==> config.mk <==
export PLATFORM = sky130hd
export DESIGN_NAME = score_digit_rect_generator_core
export DESIGN_NICKNAME = d
export VERILOG_FILES = /design/src/rtl/sdrg_pkg.sv /design/src/rtl/score_digit_rect_generator_core.sv /design/src/rtl/sdrg_ctrl.sv /design/src/rtl/sdrg_datapath.sv
export SDC_FILE = /design/constraint.sdc
export NUM_CORES = 1
export LEC_CHECK = 0
export BUFFER_PORTS_ARGS = -buffer_cell sky130_fd_sc_hd__buf_2
export CORE_ASPECT_RATIO = 0.9
export CORE_MARGIN = 2
export CORE_UTILIZATION = 45
export CTS_CLUSTER_SIZE = 24
export DETAILED_ROUTE_END_ITERATION = 16
export SETUP_SLACK_MARGIN = 0.3
export SYNTH_ARGS = -nofsm -noshare
export SYNTH_HDL_FRONTEND = slang
export SYNTH_SLANG_ARGS = --single-unit
==> constraint.sdc <==
create_clock -name clk -period 9.1 [get_ports clk]
set_input_delay 1.82 -clock clk [delete_from_list [all_inputs] [get_ports clk]]
set_output_delay 1.82 -clock clk [all_outputs]
set_load 0.1 [all_outputs]
==> src/rtl/sdrg_pkg.sv <==
// Shared types, constants and glyph tables for the score digit rectangle generator.
// Depends on nothing; used by the controller, the datapath and the top level.
package sdrg_pkg;

  // field widths of the configuration register, input and result transactions
  localparam int CFG_W    = 10;
  localparam int NUMBER_W = 17;
  localparam int AX_W     = 15;
  localparam int AY_W     = 15;
  localparam int RX_W     = 18;
  localparam int RY_W     = 16;
  localparam int RW_W     = 14;
  localparam int RH_W     = 14;
  localparam int IN_TDATA_W  = 48;
  localparam int OUT_TDATA_W = 64;

  localparam logic [CFG_W-1:0] HEIGHT_RESET = 10'd32;

  localparam int DEF_MAX_DIGITS = 5;
  localparam int DEF_FRAC_BITS  = 4;

  // rectangle budget per transaction
  localparam int RECT_LIMIT = 25;
  localparam int RECT_CNT_W = 5;

  // glyph rows and counts
  localparam int ROW_W  = 3;
  localparam int DIGIT_W = 4;

  // distance table: index codes, scale factor width
  localparam int NUM_DIST = 5;
  localparam int DIDX_W   = 3;
  localparam int KSCALE_W = 9;
  localparam logic [DIDX_W-1:0] DIST_BAR    = 3'd0;
  localparam logic [DIDX_W-1:0] DIST_WIDTH  = 3'd1;
  localparam logic [DIDX_W-1:0] DIST_MID    = 3'd2;
  localparam logic [DIDX_W-1:0] DIST_BOTTOM = 3'd3;
  localparam logic [DIDX_W-1:0] DIST_ADV    = 3'd4;

  // floor(2^32 / 25), used after a shift by 4 to divide by 400
  localparam logic [31:0] RECIP_25 = 32'd171798691;
  // ceil(2^19 / 10), exact division by ten for 17-bit values
  localparam logic [15:0] RECIP_10 = 16'd52429;

  // point codes: bit 2 = right column, bits 1..0 = row
  localparam logic [2:0] PT_LT = 3'd0;
  localparam logic [2:0] PT_LM = 3'd1;
  localparam logic [2:0] PT_LB = 3'd2;
  localparam logic [2:0] PT_RT = 3'd4;
  localparam logic [2:0] PT_RM = 3'd5;
  localparam logic [2:0] PT_RB = 3'd6;
  localparam logic [5:0] PT_NONE = 6'd0;

  typedef enum logic [1:0] {
    S_CALC,
    S_IDLE,
    S_DIGIT,
    S_EMIT
  } state_t;

  // controller to datapath
  typedef struct packed {
    logic              load;
    logic              extract;
    logic              emit;
    logic              last;
    logic              next_digit;
    logic [ROW_W-1:0]  row;
    logic              calc_valid;
    logic [DIDX_W-1:0] calc_idx;
  } dp_cmd_t;

  // datapath to controller
  typedef struct packed {
    logic             num_zero;
    logic [ROW_W-1:0] glyph_cnt;
    logic             out_free;
  } dp_status_t;

  // scale factor k of each distance, D(k) = floor(h * 2^F * k / 400)
  function automatic logic [KSCALE_W-1:0] dist_k(input logic [DIDX_W-1:0] idx);
    logic [KSCALE_W-1:0] k;
    unique case (idx)
      DIST_BAR:    k = 9'd60;
      DIST_WIDTH:  k = 9'd160;
      DIST_MID:    k = 9'd153;
      DIST_BOTTOM: k = 9'd340;
      DIST_ADV:    k = 9'd220;
      default:     k = '0;
    endcase
    return k;
  endfunction

  // number of bars in a glyph
  function automatic logic [ROW_W-1:0] glyph_count(input logic [DIGIT_W-1:0] d);
    logic [ROW_W-1:0] c;
    unique case (d)
      4'd0:    c = 3'd4;
      4'd1:    c = 3'd1;
      4'd2:    c = 3'd5;
      4'd3:    c = 3'd4;
      4'd4:    c = 3'd4;
      4'd5:    c = 3'd5;
      4'd6:    c = 3'd4;
      4'd7:    c = 3'd2;
      4'd8:    c = 3'd5;
      4'd9:    c = 3'd4;
      default: c = 3'd1;
    endcase
    return c;
  endfunction

  // endpoint pair {a, b} of one bar; entry 0 in the lowest bits of the glyph word
  function automatic logic [5:0] glyph_pair(input logic [DIGIT_W-1:0] d,
                                            input logic [ROW_W-1:0] row);
    logic [4:0][5:0] w;
    logic [5:0]      p;
    unique case (d)
      4'd0: w = {PT_NONE, {PT_LT, PT_LB}, {PT_RB, PT_LB}, {PT_RT, PT_RB}, {PT_LT, PT_RT}};
      4'd1: w = {PT_NONE, PT_NONE, PT_NONE, PT_NONE, {PT_RT, PT_RB}};
      4'd2: w = {{PT_LB, PT_RB}, {PT_LM, PT_LB}, {PT_RM, PT_LM}, {PT_RT, PT_RM},
                 {PT_LT, PT_RT}};
      4'd3: w = {PT_NONE, {PT_LB, PT_RB}, {PT_LM, PT_RM}, {PT_LT, PT_RT}, {PT_RT, PT_RB}};
      4'd4: w = {PT_NONE, {PT_RM, PT_LM}, {PT_RT, PT_RM}, {PT_LT, PT_LM}, {PT_RT, PT_RB}};
      4'd5: w = {{PT_LB, PT_RB}, {PT_RM, PT_RB}, {PT_LM, PT_RM}, {PT_LT, PT_LM},
                 {PT_LT, PT_RT}};
      4'd6: w = {PT_NONE, {PT_RB, PT_LB}, {PT_RM, PT_RB}, {PT_LM, PT_RM}, {PT_LT, PT_LB}};
      4'd7: w = {PT_NONE, PT_NONE, PT_NONE, {PT_LT, PT_RT}, {PT_RT, PT_RB}};
      4'd8: w = {{PT_LM, PT_RM}, {PT_LB, PT_RB}, {PT_LT, PT_RT}, {PT_LT, PT_LB},
                 {PT_RT, PT_RB}};
      4'd9: w = {PT_NONE, {PT_LT, PT_RT}, {PT_LM, PT_LT}, {PT_LM, PT_RM}, {PT_RT, PT_RB}};
      default: w = '0;
    endcase
    unique case (row)
      3'd0:    p = w[0];
      3'd1:    p = w[1];
      3'd2:    p = w[2];
      3'd3:    p = w[3];
      3'd4:    p = w[4];
      default: p = PT_NONE;
    endcase
    return p;
  endfunction

endpackage

==> src/rtl/score_digit_rect_generator_core.sv <==
// Top level of the score digit rectangle generator: stream ports, controller
// and datapath. Depends on sdrg_pkg, sdrg_ctrl and sdrg_datapath.
//
// Each input transaction carries a number and a top-right anchor; the block
// returns one output transaction per glyph bar, least significant digit first,
// with tlast on the final rectangle. Each digit is first split off (multiply by
// the reciprocal of ten), then its bars are emitted, one bar per cycle while
// the output is not stalled. After reset and after every write of digit_height
// the distance table is recomputed through a three-stage multiply pipeline;
// the input is held off while it is recomputed.
module score_digit_rect_generator_core
  import sdrg_pkg::*;
#(
  parameter int MAX_DIGITS = DEF_MAX_DIGITS,
  parameter int FRAC_BITS  = DEF_FRAC_BITS
) (
  input  logic                   clk,
  input  logic                   rst_n,
  // configuration: digit_height
  input  logic                   cfg_wr_en,
  input  logic [CFG_W-1:0]       cfg_wr_data,
  // input stream
  input  logic                   in_tvalid,
  output logic                   in_tready,
  input  logic [IN_TDATA_W-1:0]  in_tdata,   // number[16:0], anchor_x[31:17], anchor_y[46:32]
  // result stream
  output logic                   out_tvalid,
  input  logic                   out_tready,
  output logic [OUT_TDATA_W-1:0] out_tdata,  // rect_x[17:0], rect_y[33:18], rect_w[47:34],
                                             // rect_h[61:48]
  output logic                   out_tlast
);

  dp_cmd_t    cmd;
  dp_status_t st;
  logic       in_accept;

  logic [RX_W-1:0] rect_x;
  logic [RY_W-1:0] rect_y;
  logic [RW_W-1:0] rect_w;
  logic [RH_W-1:0] rect_h;

  assign in_accept = in_tvalid && in_tready;

  // sequencing
  sdrg_ctrl #(
    .MAX_DIGITS (MAX_DIGITS)
  ) u_ctrl (
    .clk       (clk),
    .rst_n     (rst_n),
    .cfg_wr_en (cfg_wr_en),
    .in_accept (in_accept),
    .in_ready  (in_tready),
    .cmd       (cmd),
    .st        (st)
  );

  // arithmetic and result register
  sdrg_datapath #(
    .FRAC_BITS (FRAC_BITS)
  ) u_dp (
    .clk         (clk),
    .rst_n       (rst_n),
    .cfg_wr_en   (cfg_wr_en),
    .cfg_wr_data (cfg_wr_data),
    .in_number   (in_tdata[16:0]),
    .in_anchor_x (in_tdata[31:17]),
    .in_anchor_y (in_tdata[46:32]),
    .cmd         (cmd),
    .st          (st),
    .out_ready   (out_tready),
    .out_valid   (out_tvalid),
    .out_rect_x  (rect_x),
    .out_rect_y  (rect_y),
    .out_rect_w  (rect_w),
    .out_rect_h  (rect_h),
    .out_last    (out_tlast)
  );

  // pack result fields, zero fill to whole bytes
  assign out_tdata = {2'b00, rect_h, rect_w, rect_y, rect_x};

endmodule

==> src/rtl/sdrg_ctrl.sv <==
// Controller of the score digit rectangle generator: sequences distance
// calculation, digit extraction and rectangle emission. Depends on sdrg_pkg.
module sdrg_ctrl
  import sdrg_pkg::*;
#(
  parameter int MAX_DIGITS = DEF_MAX_DIGITS
) (
  input  logic       clk,
  input  logic       rst_n,
  input  logic       cfg_wr_en,
  input  logic       in_accept,
  output logic       in_ready,
  output dp_cmd_t    cmd,
  input  dp_status_t st
);

  localparam int DIG_W = (MAX_DIGITS > 1) ? $clog2(MAX_DIGITS) : 1;
  localparam int CALC_CYCLES = NUM_DIST + 2;
  localparam logic [DIDX_W-1:0] CALC_LAST = DIDX_W'(CALC_CYCLES - 1);

  state_t              state_r, state_nxt;
  logic [DIDX_W-1:0]   calc_cnt_r, calc_cnt_nxt;
  logic [ROW_W-1:0]    row_r, row_nxt;
  logic [DIG_W-1:0]    k_r, k_nxt;
  logic [RECT_CNT_W-1:0] rect_cnt_r, rect_cnt_nxt;

  logic final_digit;
  logic row_last;
  logic cap_hit;

  // state and counters
  always_ff @(posedge clk) begin
    if (!rst_n) begin
      state_r    <= S_CALC;
      calc_cnt_r <= '0;
      row_r      <= '0;
      k_r        <= '0;
      rect_cnt_r <= '0;
    end else begin
      state_r    <= state_nxt;
      calc_cnt_r <= calc_cnt_nxt;
      row_r      <= row_nxt;
      k_r        <= k_nxt;
      rect_cnt_r <= rect_cnt_nxt;
    end
  end

  // input taken only while idle
  assign in_ready = (state_r == S_IDLE);

  // end-of-transaction conditions
  assign final_digit = st.num_zero || (k_r == DIG_W'(MAX_DIGITS - 1));
  assign row_last    = (row_r == st.glyph_cnt - 3'd1);
  assign cap_hit     = (rect_cnt_r == RECT_CNT_W'(RECT_LIMIT - 1));

  // next state and commands
  always_comb begin
    state_nxt      = state_r;
    calc_cnt_nxt   = calc_cnt_r;
    row_nxt        = row_r;
    k_nxt          = k_r;
    rect_cnt_nxt   = rect_cnt_r;
    cmd            = '0;
    cmd.row        = row_r;
    cmd.calc_idx   = calc_cnt_r;

    unique case (state_r)
      S_CALC: begin
        cmd.calc_valid = (calc_cnt_r < DIDX_W'(NUM_DIST));
        calc_cnt_nxt   = calc_cnt_r + 3'd1;
        if (calc_cnt_r == CALC_LAST) begin
          state_nxt = S_IDLE;
        end
      end
      S_IDLE: begin
        if (in_accept) begin
          cmd.load     = 1'b1;
          k_nxt        = '0;
          rect_cnt_nxt = '0;
          state_nxt    = S_DIGIT;
        end
      end
      S_DIGIT: begin
        cmd.extract = 1'b1;
        row_nxt     = '0;
        state_nxt   = S_EMIT;
      end
      S_EMIT: begin
        if (st.out_free) begin
          cmd.emit     = 1'b1;
          cmd.last     = (row_last && final_digit) || cap_hit;
          row_nxt      = row_r + 3'd1;
          rect_cnt_nxt = rect_cnt_r + 5'd1;
          if (cmd.last) begin
            state_nxt = S_IDLE;
          end else if (row_last) begin
            cmd.next_digit = 1'b1;
            k_nxt          = k_r + DIG_W'(1);
            state_nxt      = S_DIGIT;
          end
        end
      end
      default: state_nxt = S_CALC;
    endcase

    // a new height invalidates the distance table
    if (cfg_wr_en) begin
      state_nxt    = S_CALC;
      calc_cnt_nxt = '0;
    end
  end

endmodule

==> src/rtl/sdrg_datapath.sv <==
// Datapath of the score digit rectangle generator: height register, distance
// table, digit extraction and the result register. Depends on sdrg_pkg.
module sdrg_datapath
  import sdrg_pkg::*;
#(
  parameter int FRAC_BITS = DEF_FRAC_BITS
) (
  input  logic                   clk,
  input  logic                   rst_n,
  input  logic                   cfg_wr_en,
  input  logic [CFG_W-1:0]       cfg_wr_data,
  input  logic [NUMBER_W-1:0]    in_number,
  input  logic [AX_W-1:0]        in_anchor_x,
  input  logic [AY_W-1:0]        in_anchor_y,
  input  dp_cmd_t                cmd,
  output dp_status_t             st,
  input  logic                   out_ready,
  output logic                   out_valid,
  output logic [RX_W-1:0]        out_rect_x,
  output logic [RY_W-1:0]        out_rect_y,
  output logic [RW_W-1:0]        out_rect_w,
  output logic [RH_W-1:0]        out_rect_h,
  output logic                   out_last
);

  localparam int KF_W   = KSCALE_W + FRAC_BITS;
  localparam int V_W    = CFG_W + KF_W;
  localparam int U_W    = V_W - 4;
  localparam int P_W    = U_W + 32;
  localparam int DIST_W = CFG_W + FRAC_BITS;
  localparam int QP_W   = NUMBER_W + 16;

  logic [CFG_W-1:0]  height_r;

  // distance calculation pipeline
  logic [V_W-1:0]    calc_v_r;
  logic              calc_v_vld_r;
  logic [DIDX_W-1:0] calc_v_idx_r;
  logic [U_W-1:0]    calc_u_r;
  logic [P_W-1:0]    calc_p_r;
  logic              calc_p_vld_r;
  logic [DIDX_W-1:0] calc_p_idx_r;
  logic [DIST_W-1:0] dist_r [NUM_DIST];

  logic [KF_W-1:0]   kf;
  logic [U_W-1:0]    q0;
  logic [U_W-1:0]    rem25;
  logic [U_W-1:0]    q_fix;

  // item registers
  logic [NUMBER_W-1:0] num_r;
  logic [AY_W-1:0]     ay_r;
  logic [RX_W-1:0]     left_r;
  logic [DIGIT_W-1:0]  digit_r;

  logic [QP_W-1:0]     qprod;
  logic [NUMBER_W-1:0] num_q;
  logic [NUMBER_W-1:0] num_rem;

  // result register
  logic            out_valid_r;
  logic [RX_W-1:0] rect_x_r;
  logic [RY_W-1:0] rect_y_r;
  logic [RW_W-1:0] rect_w_r;
  logic [RH_W-1:0] rect_h_r;
  logic            last_r;

  // bar geometry
  logic [5:0]        pair;
  logic [2:0]        pa, pb;
  logic [DIST_W-1:0] ya, yb, yl, yd, xl, xd;

  // height register
  always_ff @(posedge clk) begin
    if (!rst_n) begin
      height_r <= HEIGHT_RESET;
    end else if (cfg_wr_en) begin
      height_r <= cfg_wr_data;
    end
  end

  // stage 1: h * (k << F); stage 2: times reciprocal of 25; stage 3: correct
  assign kf    = KF_W'(dist_k(cmd.calc_idx)) << FRAC_BITS;
  assign q0    = U_W'(calc_p_r >> 32);
  assign rem25 = calc_u_r - ((q0 << 4) + (q0 << 3) + q0);
  assign q_fix = (rem25 >= U_W'(25)) ? q0 + U_W'(1) : q0;

  always_ff @(posedge clk) begin
    if (!rst_n) begin
      calc_v_vld_r <= 1'b0;
      calc_p_vld_r <= 1'b0;
    end else begin
      calc_v_vld_r <= cmd.calc_valid;
      calc_p_vld_r <= calc_v_vld_r;
    end
  end

  always_ff @(posedge clk) begin
    calc_v_r     <= V_W'(height_r) * V_W'(kf);
    calc_v_idx_r <= cmd.calc_idx;
    calc_u_r     <= U_W'(calc_v_r >> 4);
    calc_p_r     <= P_W'(U_W'(calc_v_r >> 4)) * P_W'(RECIP_25);
    calc_p_idx_r <= calc_v_idx_r;
    if (calc_p_vld_r) begin
      dist_r[calc_p_idx_r] <= DIST_W'(q_fix);
    end
  end

  // divide by ten for digit extraction
  assign qprod   = QP_W'(num_r) * QP_W'(RECIP_10);
  assign num_q   = NUMBER_W'(qprod >> 19);
  assign num_rem = num_r - ((num_q << 3) + (num_q << 1));

  // item load, digit step and advance
  always_ff @(posedge clk) begin
    if (cmd.load) begin
      num_r  <= in_number;
      ay_r   <= in_anchor_y;
      left_r <= RX_W'(in_anchor_x) - RX_W'(dist_r[DIST_ADV]);
    end else begin
      if (cmd.extract) begin
        num_r   <= num_q;
        digit_r <= DIGIT_W'(num_rem);
      end
      if (cmd.next_digit) begin
        left_r <= left_r - (RX_W'(dist_r[DIST_ADV]) << 1);
      end
    end
  end

  // corner and extents of the current bar
  assign pair = glyph_pair(digit_r, cmd.row);
  assign pa   = pair[5:3];
  assign pb   = pair[2:0];

  always_comb begin
    unique case (pa[1:0])
      2'd1:    ya = dist_r[DIST_MID];
      2'd2:    ya = dist_r[DIST_BOTTOM];
      default: ya = '0;
    endcase
    unique case (pb[1:0])
      2'd1:    yb = dist_r[DIST_MID];
      2'd2:    yb = dist_r[DIST_BOTTOM];
      default: yb = '0;
    endcase
    if (ya < yb) begin
      yl = ya;
      yd = yb - ya;
    end else begin
      yl = yb;
      yd = ya - yb;
    end
    xl = (pa[2] && pb[2]) ? dist_r[DIST_WIDTH] : '0;
    xd = (pa[2] ^ pb[2]) ? dist_r[DIST_WIDTH] : '0;
  end

  // result register
  always_ff @(posedge clk) begin
    if (!rst_n) begin
      out_valid_r <= 1'b0;
    end else if (cmd.emit) begin
      out_valid_r <= 1'b1;
    end else if (out_ready) begin
      out_valid_r <= 1'b0;
    end
  end

  always_ff @(posedge clk) begin
    if (cmd.emit) begin
      rect_x_r <= left_r + RX_W'(xl);
      rect_y_r <= RY_W'(ay_r) + RY_W'(yl);
      rect_w_r <= RW_W'(dist_r[DIST_BAR]) + RW_W'(xd);
      rect_h_r <= RH_W'(dist_r[DIST_BAR]) + RH_W'(yd);
      last_r   <= cmd.last;
    end
  end

  assign st.num_zero  = (num_r == '0);
  assign st.glyph_cnt = glyph_count(digit_r);
  assign st.out_free  = !out_valid_r || out_ready;

  assign out_valid  = out_valid_r;
  assign out_rect_x = rect_x_r;
  assign out_rect_y = rect_y_r;
  assign out_rect_w = rect_w_r;
  assign out_rect_h = rect_h_r;
  assign out_last   = last_r;

endmodule

==> results by group <==
Floorplanning
  – DIE HEIGHT: 257 um
  – DIE WIDTH: 285 um
  – Initial cell density of the core: 0.456
  – IO Count: 130
  – Core box area: 0.0702 mm2
  – Placement row count: 92
  – Die footprint: 0.0734 mm2

Place
  – Placed inst area: 0.0338 mm2
  – Port buffer count: 126
  – GPL Wtd Cong: 0.902
  – Post-DP HPWL: 61600 um

STA
  – Slew Limit Fails: 0
  – Clock Skews: 0.0249 ns
  – Crit share post-route: 0.827
  – Final min period: 7.53 ns
  – Setup violators final: 0
  – Unrepaired setup endpoints after global routing: false
  – FMAX: 133 MHz
  – Hold Fails Final Rpt: 0
  – Worst-Margin Slew: 1.36 ns
  – Max_slew headroom: 0.0859
  – Total negative slack: 0 ns

Hold path
  – Min-delay src: u_dp.calc_v_idx_r[0]
  – Worst Hold Class: reg2reg
  – Hold path depth: 0

Synth
  – Synthesized area: 0.0320 mm2
  – Synth Flop Type: edfxtp_1
  – Yosys reg bits: 301
  – Post-synth EDFFs: 187
  – YS warnings: 0
  – Syn Inst Count: 3230
  – Sequential share of the synthesized area: 0.246
  – Asr flop ratio synth: 0
  – Distinct cells, synth: 79
  – Syn Area/Cell: 9.92 um2

Detailed routing
  – # DRC: 0
  – Vias per inst: 5.09
  – Routed wire length: 74600 um
  – Uppermost layer routed: met5
  – DR vias: 22000
  – Routed Antenna Nets: 0
  – Met3 Wirelength: 3340 um
  – Drt first-iter violations: 1433
  – Routed WL per cell: 17.2 um
  – DR pass1 iterations: 6
  – Met1 WL: 35900 um
  – Routed wl met2: 33800 um

Clock tree
  – CTS root buf: clkbuf_16
  – Clock transition at path regs: 0.06 ns
  – Post-CTS sizing: 0
  – Cts-stage hold buffer count: 0
  – CTS tree: built
  – Num Clock Sinks: 301
  – Htree depth: 2
  – Total CTS buffers: 36
  – Clock Path Buffers: 3
  – Worst skew pair latency: 0.57 ns
  – Setup Fix Bufs, Post-CTS: 0

Critical path
  – Data arrival, critical path: 7.95 ns
  – Crit Path Max Fanout: 14
  – FF-to-FF path depth: 26
  – WP buf/inv: 5
  – R2r setup slk: 1.57 ns
  – Setup crit start: u_dp.num_r[3]
  – CP endpoint kind: register
  – Delay-heaviest family, CP: adder cells
  – Crit-path slowest cell: nor3_4
  – Slowest cell delay on critical path: 0.56 ns
  – Worst setup SP type: register
  – Stages on worst setup path: 26
  – Required time worst endpoint: 9.52 ns
  – WS Path Type: reg2reg
  – Reg-to-reg startpoint: u_dp.num_r[3]

Global routing
  – Grt ovf: 0
  – Largest net degree at the start of global routing: 63
  – Initial antenna violation count: 1
  – Vias in the first global route: 22200
  – First-pass GRT wire length: 121000 um
  – Overall Global Routing Usage: 0.209

Finish
  – Design area: 0.0349 mm2
  – Share of layout cells above drive strength 1: 0.0676
  – Inserted Diodes: 0
  – Nets: 4299
  – Area Growth Syn to Fin: 8.98%

Job
  – Max Cap Viol: 0

Run status
  – Status: complete, no violations
[cell usage after synthesis (14+ instances only)]
| library cell | count | share of area |
|---|---|---|
| xnor2_1 | 110 | 0.030 |
| or3_1 | 14 | 0.0027 |
| mux2i_1 | 25 | 0.0078 |
| o21ai_0 | 130 | 0.020 |
| nor2b_1 | 45 | 0.0088 |
| nand2b_1 | 23 | 0.0045 |
| and3_1 | 20 | 0.0039 |
| o21a_1 | 16 | 0.0037 |
| dfxtp_1 | 114 | 0.071 |
| nor2_1 | 151 | 0.018 |
| ha_1 | 542 | 0.21 |
| a211oi_1 | 19 | 0.0045 |
| edfxtp_1 | 187 | 0.18 |
| nand4_1 | 24 | 0.0047 |
| clkbuf_1 | 39 | 0.0046 |
| a21oi_1 | 127 | 0.020 |
| nand2_1 | 170 | 0.020 |
| nor3_1 | 39 | 0.0061 |
| inv_1 | 703 | 0.082 |
| a21boi_0 | 25 | 0.0059 |
| xor2_1 | 43 | 0.012 |
| and2_1 | 74 | 0.014 |
| a22oi_1 | 32 | 0.0075 |
| fa_1 | 333 | 0.21 |
| nand3_1 | 35 | 0.0055 |
| a21o_1 | 38 | 0.0089 |
[cells in the final DEF, fill, tap and decap left out, types with 10 or more instances in the layout]
| cell | synthesis | final |
|---|---|---|
| and3_1 | 20 | 20 |
| ha_1 | 542 | 542 |
| dfxtp_1 | 114 | 114 |
| nand4_1 | 24 | 24 |
| a31oi_1 | 11 | 11 |
| a211oi_1 | 19 | 19 |
| nor3_1 | 39 | 38 |
| a21o_1 | 38 | 38 |
| xnor2_1 | 110 | 110 |
| a21oi_1 | 127 | 126 |
| o21a_1 | 16 | 16 |
| or2_2 | 10 | 10 |
| edfxtp_1 | 187 | 187 |
| nand3_1 | 35 | 35 |
| nor2_1 | 151 | 151 |
| fa_1 | 333 | 333 |
| buf_4 | 2 | 13 |
| nand2_1 | 170 | 170 |
| nand2b_1 | 23 | 23 |
| a21boi_0 | 25 | 25 |
| or3_1 | 14 | 14 |
| mux2i_1 | 25 | 25 |
| o31ai_1 | 11 | 11 |
| clkbuf_16 | 0 | 36 |
| o21ai_0 | 130 | 130 |
| inv_1 | 703 | 702 |
| nor2b_1 | 45 | 45 |
| and2_1 | 74 | 74 |
| a22oi_1 | 32 | 32 |
| buf_2 | 2 | 126 |
| xor2_1 | 43 | 43 |
[routing by layer]
metal | track usage | up-vias
met5 | 0 | -
met4 | 0.0468 | 2
met3 | 0.0306 | 74
met2 | 0.334 | 377
li1 | - | 10900
met1 | 0.299 | 10700
[kinds of logic after synthesis]
family / count (synthesis) / synth area share
fa+ha+maj: 875 / 0.420
buf+inv: 751 / 0.0885
simple gates: 628 / 0.0963
compound gates: 489 / 0.0968
flops: 301 / 0.246
xor+xnor: 153 / 0.0418
mux: 32 / 0.0103
other cells: 1 / 0.000117
[sequential cells by signal, summed over array words and instances (netlist names), 15 cells and up, named ones only]
signal,flops
u_dp.ay_r,15
u_dp.calc_p_r,15
u_dp.calc_u_r,19
u_dp.calc_v_r,19
u_dp.dist_r,70
u_dp.left_r,18
u_dp.num_r,17
u_dp.out_rect_x,18
u_dp.out_rect_y,16
[final cells by class]
| type | instances | area, um2 |
|---|---|---|
| fillers | 6676 | 35300 |
| multi-input cells | 2179 | 21300 |
| flip-flops and latches | 301 | 7900 |
| inverters | 704 | 2640 |
| well taps | 940 | 1180 |
| clock buffers | 47 | 962 |
| repair buffers | 139 | 728 |
| clock inverters | 19 | 165 |
[path summary, 6_finish.rpt]
| path | end |
|---|---|
| max reg2reg | register |
| min reg2reg | u_dp.calc_p_idx_r[0] |
| min | u_dp.calc_p_idx_r[0] |
| max | register |
[per-stage QoR]
step           utilization  setup WS, ns  hold WS, ns  std cells
4_1_cts              0.497          1.56        0.336       4329
3_5_place_dp         0.481          1.60        0.315       4263
6_report             0.497          1.57        0.329       4329
3_3_place_gp         0.481          1.59        0.310       4263
2_1_floorplan            -          2.32        0.310       3231
5_1_grt              0.497          1.05        0.340       4329
Power is left out: the tool's default activity adds up to more than one toggle a clock period on the data nets, which glitch-free logic cannot reach.
